$ cat src/design/rcfe_pkg.sv
// ----------------------------------------------------------------------------
// rcfe_pkg: shared types and constants of the rc channel frame encoder
// Holds the frame constants, the queued channel item and the crc-8 helper.
// ----------------------------------------------------------------------------
`default_nettype none

package rcfe_pkg;

  // pulse width limits and offset of the microsecond to channel mapping
  localparam logic [15:0] UsMin    = 16'd1000;
  localparam logic [15:0] UsMax    = 16'd2000;
  localparam logic [15:0] UsOffset = 16'd988;

  // frame layout
  localparam logic [7:0]  FrameLen         = 8'd24;
  localparam logic [4:0]  ChannelsPerFrame = 5'd16;
  localparam logic [10:0] CenterValue      = 11'd768;
  localparam logic [7:0]  CrcPoly          = 8'hD5;

  // configuration register indexes
  localparam int unsigned CfgIndexW   = 8;
  localparam logic [CfgIndexW-1:0] CfgDeviceAddress = 8'd0;
  localparam logic [CfgIndexW-1:0] CfgFrameType     = 8'd1;

  // default depth of the queue between front and back
  localparam int unsigned QueueDepthDefault = 4;

  // one classified channel waiting for the packer
  typedef struct packed {
    logic        last;
    logic [10:0] value;
  } chan_item_t;

  // configuration registers seen by the packer
  typedef struct packed {
    logic [7:0] device_address;
    logic [7:0] frame_type;
  } cfg_regs_t;

  // crc-8, polynomial 0xD5, one byte msb first
  function automatic logic [7:0] crc8_byte(input logic [7:0] crc, input logic [7:0] data);
    logic [7:0] c;
    c = crc ^ data;
    for (int i = 0; i < 8; i++) begin
      if (c[7]) begin
        c = {c[6:0], 1'b0} ^ CrcPoly;
      end else begin
        c = {c[6:0], 1'b0};
      end
    end
    return c;
  endfunction

endpackage

`default_nettype wire

$ cat src/design/rcfe_front.sv
// ----------------------------------------------------------------------------
// rcfe_front: channel intake
// Accepts pulse widths, clamps them to 1000..2000 us and maps them to the
// 11-bit channel value floor((us - 988) * 3 / 2) for the queue.
// ----------------------------------------------------------------------------
`default_nettype none

module rcfe_front
  import rcfe_pkg::*;
(
  input  wire logic        s_axis_tvalid_i,
  output      logic        s_axis_tready_o,
  input  wire logic [15:0] s_axis_tdata_i,   // channel_us[15:0]
  input  wire logic        s_axis_tlast_i,   // last_channel
  input  wire logic        q_full_i,
  output      logic        q_push_o,
  output      chan_item_t  q_item_o
);

  logic [15:0] us_clamped;
  logic [10:0] us_delta;
  logic [11:0] triple;

  // accept whenever the queue has room
  assign s_axis_tready_o = !q_full_i;
  assign q_push_o        = s_axis_tvalid_i && !q_full_i;

  // clamp to the legal pulse range
  always_comb begin
    if (s_axis_tdata_i < UsMin) begin
      us_clamped = UsMin;
    end else if (s_axis_tdata_i > UsMax) begin
      us_clamped = UsMax;
    end else begin
      us_clamped = s_axis_tdata_i;
    end
  end

  // times three by shift and add, then halve
  assign us_delta = 11'(us_clamped - UsOffset);
  assign triple   = {1'b0, us_delta} + {us_delta, 1'b0};

  assign q_item_o.value = triple[11:1];
  assign q_item_o.last  = s_axis_tlast_i;

endmodule

`default_nettype wire

$ cat src/design/rcfe_queue.sv
// ----------------------------------------------------------------------------
// rcfe_queue: channel queue
// Small first-in first-out store that decouples intake from the packer.
// ----------------------------------------------------------------------------
`default_nettype none

module rcfe_queue
  import rcfe_pkg::*;
#(
  parameter int unsigned Depth = QueueDepthDefault
) (
  input  wire logic       clk_i,
  input  wire logic       rst_ni,
  input  wire logic       push_i,
  input  chan_item_t      item_i,
  output      logic       full_o,
  output      logic       valid_o,
  output      chan_item_t item_o,
  input  wire logic       pop_i
);

  localparam int unsigned PtrW = (Depth > 1) ? $clog2(Depth) : 1;
  localparam int unsigned CntW = $clog2(Depth + 1);

  chan_item_t            mem_q [Depth];
  logic [PtrW-1:0]       wr_ptr_q, wr_ptr_d;
  logic [PtrW-1:0]       rd_ptr_q, rd_ptr_d;
  logic [CntW-1:0]       count_q, count_d;

  assign full_o  = (count_q == CntW'(Depth));
  assign valid_o = (count_q != '0);
  assign item_o  = mem_q[rd_ptr_q];

  // pointer wrap and fill count
  always_comb begin
    wr_ptr_d = wr_ptr_q;
    rd_ptr_d = rd_ptr_q;
    count_d  = count_q;
    if (push_i) begin
      wr_ptr_d = (wr_ptr_q == PtrW'(Depth - 1)) ? '0 : wr_ptr_q + 1'b1;
    end
    if (pop_i) begin
      rd_ptr_d = (rd_ptr_q == PtrW'(Depth - 1)) ? '0 : rd_ptr_q + 1'b1;
    end
    if (push_i && !pop_i) begin
      count_d = count_q + 1'b1;
    end else if (!push_i && pop_i) begin
      count_d = count_q - 1'b1;
    end
  end

  always_ff @(posedge clk_i or negedge rst_ni) begin
    if (!rst_ni) begin
      wr_ptr_q <= '0;
      rd_ptr_q <= '0;
      count_q  <= '0;
    end else begin
      wr_ptr_q <= wr_ptr_d;
      rd_ptr_q <= rd_ptr_d;
      count_q  <= count_d;
    end
  end

  // storage
  always_ff @(posedge clk_i) begin
    if (push_i) begin
      mem_q[wr_ptr_q] <= item_i;
    end
  end

endmodule

`default_nettype wire

$ cat src/design/rcfe_back.sv
// ----------------------------------------------------------------------------
// rcfe_back: frame sequencer and bit packer
// Sends the header, packs channel values lsb first into bytes, fills missing
// channels with center, keeps the running crc and sends it as the last byte.
// ----------------------------------------------------------------------------
`default_nettype none

module rcfe_back
  import rcfe_pkg::*;
(
  input  wire logic       clk_i,
  input  wire logic       rst_ni,
  input  cfg_regs_t       cfg_i,
  input  wire logic       q_valid_i,
  input  chan_item_t      q_item_i,
  output      logic       q_pop_o,
  output      logic       m_axis_tvalid_o,
  input  wire logic       m_axis_tready_i,
  output      logic [7:0] m_axis_tdata_o,  // frame_byte[7:0]
  output      logic       m_axis_tlast_o   // end_of_frame
);

  typedef enum logic [2:0] {
    S_ADDR,
    S_LEN,
    S_TYPE,
    S_PACK,
    S_CRC
  } state_e;

  state_e      state_q, state_d;
  logic [4:0]  cnt_q, cnt_d;
  logic [17:0] buf_q, buf_d;
  logic [4:0]  held_q, held_d;
  logic [7:0]  crc_q, crc_d;
  logic        close_q, close_d;
  logic        out_valid_q, out_valid_d;
  logic [7:0]  out_data_q, out_data_d;
  logic        out_last_q, out_last_d;

  logic        can_push;
  logic        emit;
  logic [17:0] buf_e;
  logic [4:0]  held_e;
  logic [10:0] ins_value;

  // output register frees when empty or taken
  assign can_push = !out_valid_q || m_axis_tready_i;
  assign emit     = (held_q >= 5'd8);

  // buffer after the byte that goes out this cycle
  always_comb begin
    if (emit) begin
      buf_e  = {8'd0, buf_q[17:8]};
      held_e = held_q - 5'd8;
    end else begin
      buf_e  = buf_q;
      held_e = held_q;
    end
  end

  assign ins_value = close_q ? CenterValue : q_item_i.value;

  // sequencer
  always_comb begin
    state_d     = state_q;
    cnt_d       = cnt_q;
    buf_d       = buf_q;
    held_d      = held_q;
    crc_d       = crc_q;
    close_d     = close_q;
    out_valid_d = out_valid_q && !m_axis_tready_i;
    out_data_d  = out_data_q;
    out_last_d  = out_last_q;
    q_pop_o     = 1'b0;
    case (state_q)
      S_ADDR: begin
        if (q_valid_i && can_push) begin
          out_valid_d = 1'b1;
          out_data_d  = cfg_i.device_address;
          out_last_d  = 1'b0;
          state_d     = S_LEN;
        end
      end
      S_LEN: begin
        if (can_push) begin
          out_valid_d = 1'b1;
          out_data_d  = FrameLen;
          out_last_d  = 1'b0;
          state_d     = S_TYPE;
        end
      end
      S_TYPE: begin
        // type byte goes out while the first channel enters the buffer
        if (can_push) begin
          out_valid_d = 1'b1;
          out_data_d  = cfg_i.frame_type;
          out_last_d  = 1'b0;
          crc_d       = crc8_byte(8'd0, cfg_i.frame_type);
          q_pop_o     = 1'b1;
          buf_d       = {7'd0, q_item_i.value};
          held_d      = 5'd11;
          cnt_d       = 5'd1;
          close_d     = q_item_i.last;
          state_d     = S_PACK;
        end
      end
      S_PACK: begin
        if (!emit || can_push) begin
          if (emit) begin
            out_valid_d = 1'b1;
            out_data_d  = buf_q[7:0];
            out_last_d  = 1'b0;
            crc_d       = crc8_byte(crc_q, buf_q[7:0]);
          end
          buf_d  = buf_e;
          held_d = held_e;
          // refill with the next channel or a center fill
          if (held_e < 5'd8) begin
            if ((!close_q && q_valid_i) || (close_q && cnt_q < ChannelsPerFrame)) begin
              q_pop_o = !close_q;
              buf_d   = buf_e | ({7'd0, ins_value} << held_e[2:0]);
              held_d  = held_e + 5'd11;
              cnt_d   = cnt_q + 5'd1;
              close_d = close_q || q_item_i.last || (cnt_q + 5'd1 == ChannelsPerFrame);
            end else if (close_q) begin
              state_d = S_CRC;
            end
          end
        end
      end
      S_CRC: begin
        if (can_push) begin
          out_valid_d = 1'b1;
          out_data_d  = crc_q;
          out_last_d  = 1'b1;
          cnt_d       = '0;
          buf_d       = '0;
          held_d      = '0;
          crc_d       = '0;
          close_d     = 1'b0;
          state_d     = S_ADDR;
        end
      end
      default: begin
        state_d = S_ADDR;
      end
    endcase
  end

  // state and output register
  always_ff @(posedge clk_i or negedge rst_ni) begin
    if (!rst_ni) begin
      state_q     <= S_ADDR;
      cnt_q       <= '0;
      buf_q       <= '0;
      held_q      <= '0;
      crc_q       <= '0;
      close_q     <= 1'b0;
      out_valid_q <= 1'b0;
      out_data_q  <= '0;
      out_last_q  <= 1'b0;
    end else begin
      state_q     <= state_d;
      cnt_q       <= cnt_d;
      buf_q       <= buf_d;
      held_q      <= held_d;
      crc_q       <= crc_d;
      close_q     <= close_d;
      out_valid_q <= out_valid_d;
      out_data_q  <= out_data_d;
      out_last_q  <= out_last_d;
    end
  end

  assign m_axis_tvalid_o = out_valid_q;
  assign m_axis_tdata_o  = out_data_q;
  assign m_axis_tlast_o  = out_last_q;

  // buffer never holds more than one byte plus one channel
  assert property (@(posedge clk_i) disable iff (!rst_ni) held_q <= 5'd18)
    else $error("bit buffer overfilled");

  // crc byte only after exactly sixteen channels fully drained
  assert property (@(posedge clk_i) disable iff (!rst_ni)
    (state_q == S_CRC) |-> (held_q == 5'd0 && cnt_q == ChannelsPerFrame))
    else $error("crc reached with bits or channels outstanding");

  // a pop only when the queue holds an item
  assert property (@(posedge clk_i) disable iff (!rst_ni) q_pop_o |-> q_valid_i)
    else $error("pop from empty queue");

  // the end flag leaves the sequencer back at the frame start
  assert property (@(posedge clk_i) disable iff (!rst_ni)
    (state_q == S_CRC && can_push) |=> (state_q == S_ADDR && m_axis_tlast_o))
    else $error("frame end out of step");

endmodule

`default_nettype wire

$ cat src/design/rc_channel_frame_encoder.sv
// ----------------------------------------------------------------------------
// rc_channel_frame_encoder: rc channels frame encoder
// Packs servo pulse widths into 26-byte rc channels frames with crc-8.
// ----------------------------------------------------------------------------
// Usage:
//   s_axis: one channel per transaction, tdata = pulse width in us, tlast
//   marks the last supplied channel of a frame. m_axis: one frame byte per
//   transaction, tlast on the crc byte. cfg: register writes (index 0
//   device address, index 1 frame type), always ready, read as the
//   header bytes of a frame are sent; other indexes are ignored.
//   A frame is address, 24, type, 22 payload bytes and crc. It closes at the
//   16th channel or at tlast; missing channels are sent as center 768.
// On an idle encoder the queue stores the first channel of a frame at the
//   edge that accepts it, and the first header byte enters the output
//   register at the next edge.
// Throughput: the back end moves one byte per cycle while the receiver is
//   ready and queued channels are on hand; the input takes one channel per
//   cycle until the queue is full.
// Reset: registers return to address 238 and type 22, queue empty, no frame
//   open. When the receiver stalls the output byte holds, the queue fills,
//   and then s_axis_tready_o drops.
// ----------------------------------------------------------------------------
`default_nettype none

module rc_channel_frame_encoder
  import rcfe_pkg::*;
#(
  parameter int unsigned QueueDepth = QueueDepthDefault
) (
  input  wire logic                 clk_i,
  input  wire logic                 rst_ni,
  input  wire logic                 s_axis_tvalid_i,
  output      logic                 s_axis_tready_o,
  input  wire logic [15:0]          s_axis_tdata_i,   // channel_us[15:0]
  input  wire logic                 s_axis_tlast_i,   // last_channel
  output      logic                 m_axis_tvalid_o,
  input  wire logic                 m_axis_tready_i,
  output      logic [7:0]           m_axis_tdata_o,   // frame_byte[7:0]
  output      logic                 m_axis_tlast_o,   // end_of_frame
  input  wire logic                 cfg_valid_i,
  output      logic                 cfg_ready_o,
  input  wire logic [CfgIndexW-1:0] cfg_index_i,
  input  wire logic [7:0]           cfg_data_i
);

  cfg_regs_t  cfg_q;
  logic       q_push;
  logic       q_full;
  logic       q_valid;
  logic       q_pop;
  chan_item_t q_in;
  chan_item_t q_out;

  // configuration registers
  assign cfg_ready_o = 1'b1;

  always_ff @(posedge clk_i or negedge rst_ni) begin
    if (!rst_ni) begin
      cfg_q.device_address <= 8'd238;
      cfg_q.frame_type     <= 8'd22;
    end else if (cfg_valid_i) begin
      case (cfg_index_i)
        CfgDeviceAddress: cfg_q.device_address <= cfg_data_i;
        CfgFrameType:     cfg_q.frame_type     <= cfg_data_i;
        default: ;
      endcase
    end
  end

  // intake and classification
  rcfe_front u_front (
    .s_axis_tvalid_i (s_axis_tvalid_i),
    .s_axis_tready_o (s_axis_tready_o),
    .s_axis_tdata_i  (s_axis_tdata_i),
    .s_axis_tlast_i  (s_axis_tlast_i),
    .q_full_i        (q_full),
    .q_push_o        (q_push),
    .q_item_o        (q_in)
  );

  // queue between intake and packer
  rcfe_queue #(
    .Depth (QueueDepth)
  ) u_queue (
    .clk_i   (clk_i),
    .rst_ni  (rst_ni),
    .push_i  (q_push),
    .item_i  (q_in),
    .full_o  (q_full),
    .valid_o (q_valid),
    .item_o  (q_out),
    .pop_i   (q_pop)
  );

  // frame sequencer
  rcfe_back u_back (
    .clk_i           (clk_i),
    .rst_ni          (rst_ni),
    .cfg_i           (cfg_q),
    .q_valid_i       (q_valid),
    .q_item_i        (q_out),
    .q_pop_o         (q_pop),
    .m_axis_tvalid_o (m_axis_tvalid_o),
    .m_axis_tready_i (m_axis_tready_i),
    .m_axis_tdata_o  (m_axis_tdata_o),
    .m_axis_tlast_o  (m_axis_tlast_o)
  );

endmodule

`default_nettype wire
$ cat config.mk
export PLATFORM = sky130hd
export DESIGN_NAME = rc_channel_frame_encoder
export DESIGN_NICKNAME = d
export VERILOG_FILES = /design/src/design/rcfe_pkg.sv /design/src/design/rcfe_front.sv /design/src/design/rcfe_queue.sv /design/src/design/rcfe_back.sv /design/src/design/rc_channel_frame_encoder.sv
export SDC_FILE = /design/constraint.sdc
export NUM_CORES = 1
export LEC_CHECK = 0
export BUFFER_PORTS_ARGS = -buffer_cell sky130_fd_sc_hd__buf_2
export CORE_ASPECT_RATIO = 0.6
export CORE_MARGIN = 2
export CORE_UTILIZATION = 40
export CTS_BUF_LIST = sky130_fd_sc_hd__clkbuf_2 sky130_fd_sc_hd__clkbuf_4 sky130_fd_sc_hd__clkbuf_8
export CTS_CLUSTER_SIZE = 16
export DETAILED_ROUTE_END_ITERATION = 16
export REMOVE_ABC_BUFFERS = 1
export SLEW_MARGIN = 20
export SYNTH_ARGS = -nofsm -noshare
export SYNTH_HDL_FRONTEND = slang
export SYNTH_SLANG_ARGS = --single-unit
$ cat constraint.sdc
create_clock -name clk_i -period 3.6 [get_ports clk_i]
set_input_delay 0.54 -clock clk_i [delete_from_list [all_inputs] [get_ports clk_i]]
set_output_delay 0.54 -clock clk_i [all_outputs]
set_load 0.03 [all_outputs]
**Word level (Yosys, flattened, before mapping)**

Memories as Yosys holds them, arrays and structs flattened.
Index checks and enable logic that the tools add are counted.

- Output and inout port bits: 12
- Memories: 1
- Register bits: 73
- Bits of input ports: 38
- Bits in writable memories: 48
- Logic and storage cells: 225

Memory list:

| memory | words | bits a word | rd ports | clocked after memory_dff | write ports | RTL line | text |
|---|---|---|---|---|---|---|---|
| u_queue.mem_q | 4 | 12 | 1 | 0 | 1 | rcfe_queue.sv:25 | `chan_item_t mem_q [Depth];` |

- Magnitude comparators: 5
- Equal/unequal tests: 20
- Shifts and indexed selects: 1
- Add/subtract/negate cells: 9
- Mux-type cells: 121
- Bitwise operators: 18
- Reductions and logical operators: 36

Operator list:

| kind | count |
|---|---|
| 2-to-1 mux 8 bit | 61 |
| 2-to-1 mux 18 bit | 6 |
| inverter 5 bit | 16 |
| one-hot mux 18 bit (3 select lines) | 1 |
| 2-to-1 mux 5 bit | 10 |
| one-hot mux 8 bit (5 select lines) | 1 |
| 2-to-1 mux 11 bit | 3 |
| 2-to-1 mux 3 bit | 10 |
| one-hot mux 5 bit (3 select lines) | 2 |
| one-hot mux 8 bit (3 select lines) | 1 |
| != test 2 x 1 -> 1 bit (second input constant) | 10 |
| 2-to-1 mux 1 bit | 19 |
| bitwise OR 18 bit | 1 |
| << shifter 11 x 3 -> 18 bit | 1 |
| greater-than comparator 16 x 11 -> 1 bit (second input constant) | 1 |
| < comparator 16 x 10 -> 1 bit (second input constant) | 1 |
| one-hot mux 3 bit (5 select lines) | 1 |
| adder 11 x 12 -> 12 bit | 1 |
| AND reduction 6 bit | 2 |
| subtractor 11 x 10 -> 11 bit (second input constant) | 1 |
| == test 8 x 1 -> 1 bit (second input constant) | 1 |
| zero test 8 bit | 1 |
| AND reduction 8 bit | 1 |
| XOR 8 bit | 1 |
| 33 further kinds | 57 |

**Depth between registers and ports, before layout**

Gate-level depths: netlist of the first run.

- Word-level depth: 41
- Mapped depth: 18
- Depth with buffers taken out: 17

**Cells and area by module**

A second synthesis of the first run with hierarchy kept.

- Cell total of the unflattened synthesis: 703
- Area total of the unflattened synthesis: 7,578.5 sq um

Modules (own cells, without submodules):

| module | times used | seq. area each (sq um) | area each (sq um) | cells each |
|---|---|---|---|---|
| rcfe_back | 1 | 1,251.2 | 3,829.9 | 436 |
| rcfe_queue | 1 | 1,616.6 | 2,175.8 | 100 |
| rcfe_front | 1 | 0.0 | 890.9 | 127 |
| rc_channel_frame_encoder | 1 | 411.6 | 681.9 | 40 |

**Worst setup path after synthesis of the first run**

Ideal clock, no wire load.

- Path kind: input to register
- Start: in s_axis_tdata_i[15]
- End: mem u_queue.mem_q[0][8] in the netlist's numbering (data pin)
- Arrival: 3,760 ps
- Setup slack: -434 ps
- Data required time: 3,327 ps
- Cell stages on the path: 17
- Path through: or4_1 -> nor2_4 -> o31a_1 -> nand2_1 -> inv_1 -> ha_1 -> inv_1 -> xnor2_1 -> ha_1 -> or2_2 -> o31ai_1 -> a311oi_1 -> o21a_1 -> o21a_1 -> nor2_1 -> mux2i_1 -> xnor2_1

RTL lines:

| element | RTL line | text |
|---|---|---|
| start: declaration | rc_channel_frame_encoder.sv:34 | `input wire logic [15:0] s_axis_tdata_i,` |
| end: declaration | rcfe_queue.sv:25 |  |

==> results of run 1 <==
[power by group through the flow]
stage	combinational, uW	sequential [uW]	clock, uW
after global routing	4890	2190	1450
after floorplan	2960	2260	0
after detailed placement	4380	2160	0
final	4510	2140	1370
after CTS	4440	2130	1390
after global placement	4260	2130	0
[worst paths after layout]
| check | startpoint | endpoint | slack [ns] | cells after the start |
|---|---|---|---|---|
| worst min register to register | u_back.m_axis_tdata_o[0] | u_back.m_axis_tdata_o[0] | 0.48 | 2 |
| max in group asynchronous | rst_ni | u_back.held_q[3] | 2.92 | 2 |
| worst min-delay path | rst_ni | cfg_q[5] | 0.07 | 1 |
| min in group clk_i | s_axis_tlast_i | u_queue.mem_q[1][11] | 0.33 | 1 |
| worst max register to register | u_back.held_q[0] | u_queue.count_q[2] | 0.36 | 16 |
| worst max-delay path | s_axis_tdata_i[15] | u_queue.mem_q[0][8] | 0.15 | 17 |
[cell families (layout without fill, tap and decap cells)]
logic type	Yosys count	count (layout)	share of synthesized area (%)
AND/OR/NAND/NOR	198	198	13.8
AO/OA/AOI/OAI	168	168	15.3
flip-flops	121	121	46.8
XOR/XNOR	54	54	7.38
multiplexers	52	52	10.1
buffers and inverters	48	158	2.68
adder cells (fa/ha/maj)	21	21	3.96
other	1	1	0.0535
[registers in the layout (all words and copies together), names as in the netlist]
name / cells
cfg_q: 16
u_back.buf_q: 18
u_back.close_q: 1
u_back.cnt_q: 5
u_back.crc_q: 8
u_back.held_q: 5
u_back.m_axis_tdata_o: 8
u_back.m_axis_tlast_o: 1
u_back.m_axis_tvalid_o: 1
u_back.state_q: 3
u_queue.count_q: 3
u_queue.mem_q: 48
u_queue.rd_ptr_q: 2
u_queue.wr_ptr_q: 2
[layer usage]
metal	vias up	track usage (%)	part of all wire, %	routed length, um
met3	14	4.11	8.6	1600
li1	2652	-	-	-
met5	-	0	0	0
met1	2754	33.3	50	9230
met4	0	4.94	0.82	152
met2	238	28.5	41	7590
[cells in the mapped netlist (3+ instances only)]
cell,number
clkbuf_1,25
a21oi_1,39
edfxtp_1,48
o21a_1,3
nor4_1,3
buf_1,3
a22oi_1,7
a21o_1,3
ha_1,19
inv_1,15
or3_1,5
a221o_1,3
nor2b_1,5
and2_1,9
dfrtp_1,64
xnor2_1,25
nand3_1,10
nor3_1,11
a211oi_1,3
o21ai_1,24
o31ai_1,3
mux2i_1,7
mux2_2,32
or2_1,4
nand2_1,57
a22o_1,3
nand2b_1,5
xor2_1,25
o21ai_0,34
o22ai_1,4
a222oi_1,6
and3_1,15
nor2_1,55
buf_2,3
mux4_2,12
nor3b_1,3
dfstp_2,9
and4_1,3
a31oi_1,7
a221oi_1,13
[layout by cell type, fill, tap and decap left out, types with 4 or more instances in the layout]
master	instances
bufinv_16	4
mux2_2	32
a222oi_1	6
xor2_1	24
a221oi_1	13
inv_1	12
o22ai_1	4
xnor2_1	23
a22oi_1	7
or2_1	4
edfxtp_1	48
nand3_1	10
nor2b_1	5
dfstp_2	9
ha_1	16
or3_1	5
buf_2	46
a31oi_1	5
clkbuf_8	18
nand2_1	56
and3_1	15
nand2b_1	5
mux2i_1	6
mux4_2	12
nor2_1	53
and2_1	8
o21ai_1	24
a21oi_1	38
o21ai_0	34
clkinv_4	7
buf_4	61
nor3_1	9
dfrtp_1	64
[cell type report]
class                           count  area [um2]  area share [%]
Clock buffer                       19         255            3.00
Clock inverter                     13         194            2.28
Inverter                           16        62.6           0.735
Multi-Input combinational cell    494        3700            43.4
Sequential cell                   121        3280            38.5
Tap cell                          234         293            3.44
Timing Repair Buffer              110         731            8.58
[repair_timing]
item                                   4_1_cts  5_1_grt
endpoints found under the hold margin        0        0
setup endpoints to repair                    8       15
setup buffers                                0        2
pin swaps                                    2       14
gates resized for setup                      4       29
[per-stage QoR]
| stage | setup TNS (ns) | hold WS (ns) |
|---|---|---|
| detailed placement | -9.30 | 0.471 |
| CTS | 0 | 0.275 |
| global route | -0.00507 | 0.111 |
| finish | 0 | 0.0688 |
| global placement | -4.48 | 0.463 |
| floorplan | -4.23 | 0.244 |
==> flow_summary.ini, run 1 <==
[run_status]
outcome = finished, final reports clean

[pwr]
seqPwrFrac_pct = 26.7
netSwitchingFraction_pct = 44.4
pwr-share-comb_pct = 56.3
powerDensity_nw_per_um2 = 941
p_int_uw = 4450
vdd_drop_max_v = 0.000521
p_total_uw = 8010
p_leak_uw = 0.00353
power_switching_uw = 3560
clkPwrFrac_pct = 17.1

[critical_path]
cpMaxStageDelayCell = or4_4
end_kind = flop
cp_cell_sequence = buf_2 > or4_4 > nor2_4 > o31a_1 > nand2_2 > buf_6 > ha_4 > inv_2 > ha_4 > or2_4 > o31ai_4 > a311oi_2 > o21a_1 > o21a_1 > nor2_2 > mux2i_2 > xnor2_2
crit_fanout = 4
crit_buf_inv = 3
start_kind = input port
cp_top_family = simple AND/OR/NAND/NOR gates
max_stage_delay_ns = 0.56
cp.required_ns = 3.77
worstPathArrival_ns = 3.62
worstSetupPathType = in -> reg

[synth]
yosysTopAreaCell = dfrtp_1
synth_area_leaders = dfrtp_1, edfxtp_1, mux2_2
synth_edf_count = 48
synth_area_um2 = 7010
synth_top_area_share_pct = 22.8
synth_area_per_cell_um2 = 10.6
synth_ff_type = dfrtp_1
synth-seq-cells = 121
ys.warnings.count = 0
yosysUniqueCellTypes = 69
synthesis.instances = 663
synth_seq_area_share_pct = 46.8
synth_async_sr_flop_share_pct = 60.3

[cts]
htree_levels = 4
path_clk_slew_ns = 0.09
clk_latency_ns = 0.44
cts_tree = built
hold_buffers = 0
cts_buffers = 17
clock-sinks = 121
clockBufferDepth = 2
cts_root_buf = clkbuf_8

[drt]
vias = 5658
dr.pass1.iters = 6
drt-vias-per-instance = 5.62
drt-wirelength-per-cell_um = 18.4
initialDrtViolationCount = 643
drt-total-wl_um = 18600
remaining_drc_errors = 0
final_antenna_net_count = 0

[global_route]
grt_pass1_vias = 5521
grt_pass1_wl_um = 30200
grtUsageTotal_pct = 20.8
antenna_found_initial = 0
grt_max_degree = 42
grt-ovfl-total = 0

[sta]
post-route-period-util_pct = 95.7
max_freq_ghz = 0.290
tightest_slew_ns = 0.771
final_max_slew_viol_count = 0
setup_violations = 0
maxSlewHeadroom_pct = 48.4
setup_ws_ns = 0.154
min_period_ns = 3.45
hold_viol = 0
fin_skew_ns = 0.0169

[place]
routabilityCongestion = 0.912
numPortBuffers = 48
hpwl_um = 14000
pre_cts_slack_ns = -0.583
dp_cells = 973
place_area_um2 = 7880

[die]
start_util_pct = 40.9
die_w_um = 175
die_h_um = 107
io-pin-count = 50
core_area_um2 = 17100
rows = 37
dieArea_um2 = 18600

[finish]
nets = 819
stdcell_area_um2 = 8510
final_core_util_pct = 49.7
layout-area-overhead-vs-synth_pct = 21.4
nFillCells = 1563
antenna_cells = 0
finalNonFillerCells = 1007
drive_gt1_share_pct = 29.4

[flow_run]
maxCapViolCount = 0

[worst_hold_path]
hp-class = in -> async
No activity file was read; power rests on OpenSTA's default activity.
==> inputs of run 2 (changes only) <==
--- a/config.mk
+++ b/config.mk
@@ -5,13 +5,14 @@
 export SDC_FILE = /design/constraint.sdc
 export NUM_CORES = 1
 export LEC_CHECK = 0
-export BUFFER_PORTS_ARGS = -buffer_cell sky130_fd_sc_hd__buf_2
 export CORE_ASPECT_RATIO = 0.6
 export CORE_MARGIN = 2
 export CORE_UTILIZATION = 40
 export CTS_BUF_LIST = sky130_fd_sc_hd__clkbuf_2 sky130_fd_sc_hd__clkbuf_4 sky130_fd_sc_hd__clkbuf_8
+export CTS_CLUSTER_DIAMETER = 50
 export CTS_CLUSTER_SIZE = 16
 export DETAILED_ROUTE_END_ITERATION = 16
+export DONT_BUFFER_PORTS = 1
 export REMOVE_ABC_BUFFERS = 1
 export SLEW_MARGIN = 20
 export SYNTH_ARGS = -nofsm -noshare
==> run 2 against run 1 <==
Effect of this change:
- worst hold slack improved by 0.12 ns
- count of clock-buffer cells in the layout unchanged
- sequential share of layout area increased by 2.1 points
- clock power decreased by 7%
- combinational power decreased by 7.8%
- register-to-register slack improved by 0.12 ns
- clock skew increased by 0.0016 ns
==> flow_summary.ini, run 2 (same netlist as run 1, synthesis figures left out) <==
[drt]
remaining_drc_errors = 0
drt-wirelength-per-cell_um = 18.9
drt-total-wl_um = 17800
final_antenna_net_count = 0
vias = 5405
initialDrtViolationCount = 465
dr.pass1.iters = 5
drt-vias-per-instance = 5.72

[sta]
setup_violations = 0
max_freq_ghz = 0.285
tightest_slew_ns = 0.852
maxSlewHeadroom_pct = 43.0
hold_ws_ns = 0.189
final_max_slew_viol_count = 0
post-route-period-util_pct = 97.4
hold_viol = 0
min_period_ns = 3.51
fin_skew_ns = 0.0185

[critical_path]
reg2regPathDepth = 14
worstSetupPathType = in -> reg
rrSetupSlack_ns = 0.48
worstPathArrival_ns = 3.69
start_kind = input port
r2r-start = u_back.held_q[0]
crit_fanout = 6
cp.required_ns = 3.78
timing.rr.end = u_queue.count_q[1]
end_kind = flop

[pwr]
pwr-share-comb_pct = 53.8
clkPwrFrac_pct = 16.5
p_leak_uw = 0.00323
vdd_drop_max_v = 0.000696
p_total_uw = 7730
netSwitchingFraction_pct = 44.8
power_switching_uw = 3460
powerDensity_nw_per_um2 = 958
p_int_uw = 4270
seqPwrFrac_pct = 29.6

[cts]
htree_levels = 4
path_clk_slew_ns = 0.08
clockBufferDepth = 2
clk_latency_ns = 0.44
cts_tree = built
cts_root_buf = clkbuf_8
clock-sinks = 121
cts_buffers = 17

[die]
core_area_um2 = 17100
start_util_pct = 40.9
rows = 37
dieArea_um2 = 18600
die_h_um = 107
die_w_um = 175
io-pin-count = 50

[finish]
antenna_cells = 0
largestRegisters = u_queue.mem_q: 48 flops, u_back.buf_q: 18 flops, cfg_q: 16 flops
final_common_cell = dfrtp_1
layout-area-overhead-vs-synth_pct = 15.0
layout_common_cells = dfrtp_1, nand2_1, nor2_1, edfxtp_1, buf_4
largest_reg_flops = 48
multi_input_area_um2 = 3640
nets = 757
drive_gt1_share_pct = 21.9
ff_latch_area_um2 = 3280
top_register = u_queue.mem_q
nFillCells = 1582
stdcell_area_um2 = 8070

[global_route]
grt_max_degree = 74
grt_pass1_wl_um = 28900
grt-ovfl-total = 0
antenna_found_initial = 0
grt_pass1_vias = 5365
grtUsageTotal_pct = 20.2

[place]
numPortBuffers = 0
hpwl_um = 13300
routabilityCongestion = 0.919
place_area_um2 = 7510

[worst_hold_path]
hold_end = u_queue.mem_q[0][11]
hp-class = in -> reg
min_path_cells = 0
hold_start = s_axis_tlast_i

[flow_run]
maxCapViolCount = 0

[run_status]
outcome = finished, final reports clean
## run 2: repair_timing
item	CTS	global route
hold buffers	2	0
endpoints found under the setup margin	8	12
pin swaps	2	8
gates resized for setup	1	19
hold endpoints to repair	73	0
setup buffers	0	2
## run 2: metal layers
metal / global-route usage, % / wire [um] / vias to the layer above / part of all wire [%]
li1: - / - / 2532 / -
met1: 32.5 / 9170 / 2660 / 51
met2: 26.9 / 7190 / 199 / 40
met3: 4.15 / 1350 / 14 / 7.6
met4: 5.42 / 125 / 0 / 0.70
met5: 0 / 0 / - / 0
## run 2: power by group through the flow
stage               clock, uW  combinational, uW  sequential [uW]
floorplan                   0               2960             2260
global placement            0               3980             2300
detailed placement          0               4070             2320
CTS                      1300               4110             2290
global route             1370               4590             2360
finish                   1280               4160             2290
## run 2: how the worst max path moves through the flow
stage                            start              endpoint  depth (start not counted)
detailed placement  s_axis_tdata_i[15]  u_queue.mem_q[0][10]                         15
global placement    s_axis_tdata_i[15]   u_queue.mem_q[2][8]                         15
global route         s_axis_tdata_i[3]   u_queue.mem_q[1][8]                         16
finish               s_axis_tdata_i[3]   u_queue.mem_q[2][8]                         16
floorplan           s_axis_tdata_i[15]   u_queue.mem_q[0][8]                         17
CTS                 s_axis_tdata_i[15]   u_queue.mem_q[2][8]                         15
## run 2: per-stage QoR
| stage | setup TNS (ns) | cells | util [%] | worst slack, ns |
|---|---|---|---|---|
| after floorplan | -4.23 | 631 | - | -0.434 |
| after global placement | -2.45 | 909 | 43.8 | -0.290 |
| after detailed placement | -5.60 | 909 | 43.8 | -0.476 |
| after CTS | 0 | 943 | 46.5 | 0.0534 |
| after global routing | -0.0837 | 945 | 47.1 | -0.0213 |
| final | 0 | 945 | 47.1 | 0.0934 |
## run 2: worst max-delay path, stage by stage
cell	delay, ns
o41a_1	0.45
nor3b_2	0.20
o31a_1	0.21
nand2_2	0.08
buf_4	0.15
ha_1	0.28
inv_1	0.07
ha_2	0.27
or2_4	0.25
o31ai_4	0.07
a311oi_2	0.09
o21a_1	0.22
o21a_1	0.23
nor2_2	0.17
mux2i_2	0.28
xnor2_2	0.13
## run 2: final cells by class
| cell class | instances | area share (%) |
|---|---|---|
| inverter | 16 | 0.745 |
| sequential | 121 | 40.7 |
| timing repair buffer | 48 | 4.75 |
| clock inverter | 13 | 1.94 |
| multi-input combinational | 494 | 45.1 |
| tap | 234 | 3.63 |
| clock buffer | 19 | 3.16 |
==> inputs of run 3 (changes only) <==
--- a/config.mk
+++ b/config.mk
@@ -5,10 +5,11 @@
 export SDC_FILE = /design/constraint.sdc
 export NUM_CORES = 1
 export LEC_CHECK = 0
+export ABC_AREA = 1
 export CORE_ASPECT_RATIO = 0.6
 export CORE_MARGIN = 2
 export CORE_UTILIZATION = 40
-export CTS_BUF_LIST = sky130_fd_sc_hd__clkbuf_2 sky130_fd_sc_hd__clkbuf_4 sky130_fd_sc_hd__clkbuf_8
+export CTS_BUF_LIST = sky130_fd_sc_hd__clkbuf_8
 export CTS_CLUSTER_DIAMETER = 50
 export CTS_CLUSTER_SIZE = 16
 export DETAILED_ROUTE_END_ITERATION = 16
==> run 3 against run 2 <==
Effect of this change:
- global-route usage is 0.095 points higher
- worst setup slack better by 0.37 ns
- critical path depth fell by 3
- sequential power decreased by 3%
- clock skew fell by 0.0014 ns
- count of clock-buffer cells in the layout down 2
- via count up 19%
- critical path type is now reg -> reg
- largest power group unchanged
==> flow_summary.ini, run 3 <==
[finish]
antenna_cells = 0
top_register = u_queue.mem_q
layout_common_cells = nand2_1, inv_1, nor2_1, o21ai_0, dfrtp_1
layout-area-overhead-vs-synth_pct = 9.59
drive_gt1_share_pct = 13.8
largest_reg_flops = 48
nets = 1014
largestRegisters = u_queue.mem_q: 48 flops, u_back.buf_q: 18 flops, cfg_q: 16 flops
nFillCells = 1862
final_common_cell = nand2_1

[critical_path]
cp-startpoint = u_back.held_q[0]
rrSetupSlack_ns = 0.46
start_kind = flop
worstPathArrival_ns = 3.46
r2r-start = u_back.held_q[0]
worstSetupPathType = reg -> reg
timing.rr.end = u_back.m_axis_tlast_o
crit_fanout = 17
end_kind = flop
cp.required_ns = 3.92
reg2regPathDepth = 13

[cts]
clock-sinks = 121
htree_levels = 4
cts_buffers = 17
cts_root_buf = clkbuf_8
post_cts_resized = 0
clk_latency_ns = 0.45
cts_tree = built
clockBufferDepth = 2
path_clk_slew_ns = 0.08

[die]
die_h_um = 112
io-pin-count = 50
core_area_um2 = 19000
dieArea_um2 = 20500
rows = 39
start_util_pct = 40.7
die_w_um = 183

[drt]
remaining_drc_errors = 0
vias = 6412
final_antenna_net_count = 0
initialDrtViolationCount = 524
dr.pass1.iters = 5
drt-wirelength-per-cell_um = 16.2
drt-vias-per-instance = 5.28
drt-total-wl_um = 19700

[pwr]
powerDensity_nw_per_um2 = 1020
p_leak_uw = 0.00363
vdd_drop_max_v = 0.000531

[synth]
yosysUniqueCellTypes = 61
synth_async_sr_flop_share_pct = 60.3
synth-seq-cells = 121
synthesis.instances = 944
yosysTopAreaCell = dfrtp_1
synth_top_area_share_pct = 20.7
synth_area_per_cell_um2 = 8.18
synth_area_leaders = dfrtp_1, edfxtp_1, nand2_1
synth_ff_type = dfrtp_1
synth_most_common_cell = nand2_1
synth_area_um2 = 7730
synth_edf_count = 48
yosys-top-cells-count = nand2_1, inv_1, nor2_1, o21ai_0, dfrtp_1
ys.warnings.count = 0
synth_seq_area_share_pct = 42.4

[flow_run]
maxCapViolCount = 0

[sta]
rsz0062_at_grt = false
maxSlewHeadroom_pct = 34.5
setup_violations = 0
fin_tns_setup_ns = 0
min_period_ns = 3.14
max_freq_ghz = 0.319
post-route-period-util_pct = 87.2
setup_ws_ns = 0.461
final_max_slew_viol_count = 0
tightest_slew_ns = 0.978
hold_ws_ns = 0.184
fin_skew_ns = 0.0171
hold_viol = 0

[run_status]
outcome = finished, final reports clean

[worst_hold_path]
min_path_cells = 0
hold_end = u_queue.mem_q[1][11]
hold_start = s_axis_tlast_i
hp-class = in -> reg

[global_route]
grt_pass1_vias = 5967
grt_max_degree = 74
grt_pass1_wl_um = 32500
grt-ovfl-total = 0
grtUsageTotal_pct = 20.3
antenna_found_initial = 0

[place]
hpwl_um = 14900
numPortBuffers = 0
pre_cts_slack_ns = 0.121
routabilityCongestion = 0.896
[run 3: changes by cell type in the layout (fill, tap and decap cells not counted), sizes merged, moves of 27 or more]
cell / previous run / this run
mux2: 33 / 0
buf: 47 / 20
nor2: 56 / 96
o21ai: 58 / 93
inv: 22 / 116
nand2: 57 / 235
nand3: 10 / 67
[run 3: through the flow]
stage               cell area, um2  util, %  total power, uW  cells
floorplan                     7580        -             5970    915
global placement              8030     42.3             7250   1180
detailed placement            8030     42.3             7310   1180
CTS                           8470     44.6             8600   1214
global route                  8470     44.6             9430   1214
finish                        8470     44.6             8630   1214
[run 3: final cells by class]
class	count	area (um2)	share of cell area (%)
clock buffers	17	234	2.76
inverters	111	420	4.97
multi-input cells	683	3880	45.9
clock inverters	15	163	1.92
well taps	246	308	3.64
flip-flops and latches	121	3280	38.7
repair buffers	21	180	2.13
[run 3: cells by family (layout without fill, tap and decap cells)]
group                      Yosys count  count (layout)  share of synthesized area [%]
adders and majority gates           21              21                           3.60
buffers and inverters              140             164                           7.30
and+or+nand+nor                    418             418                           25.1
DFF                                121             121                           42.4
AOI/OAI and AO/OA                  187             187                           14.9
xor gates and xnor gates            56              56                           6.64
other                                1               1                         0.0485
[run 3: what timing repair did]
item                                    CTS  global route
endpoints found under the hold margin    73             0
endpoints found under the setup margin    0             0
buffers inserted                          0             0
hold buffers                              2             0
[run 3: critical path: stages, from the launching register on]
cell and delay, ns:
dfrtp_1 0.56, clkinv_1 0.16, ha_1 0.23, nand3_1 0.08, o21a_1 0.15, buf_4 0.23, nor2_1 0.06, inv_1 0.08
nor2_1 0.08, a211oi_2 0.18, nor3b_2 0.83, inv_1 0.20, nand2_1 0.10, o21ai_0 0.09
[run 3: worst max-delay path by stage]
stage | slack, ns | depth (start not counted) | end
6_report | 0.46 | 13 | u_back.m_axis_tlast_o
3_5_place_dp | 0.12 | 23 | u_queue.mem_q[2][10]
5_1_grt | 0.05 | 13 | u_back.m_axis_tlast_o
3_3_place_gp | 0.18 | 23 | u_queue.mem_q[2][10]
2_1_floorplan | 0.31 | 18 | u_queue.count_q[2]
4_1_cts | 0.48 | 13 | u_back.m_axis_tlast_o
[run 3: power breakdown]
group / internal (uW) / switching, uW
sequential: 1820 / 395
combinational: 1710 / 3460
clock: 627 / 618
total: 4160 / 4480
[run 3: per-layer routing]
metal	global-route usage, %	wire, um
met5	0	0
met2	23.9	6870
met3	6.64	2050
met1	34.4	10700
met4	3.52	113
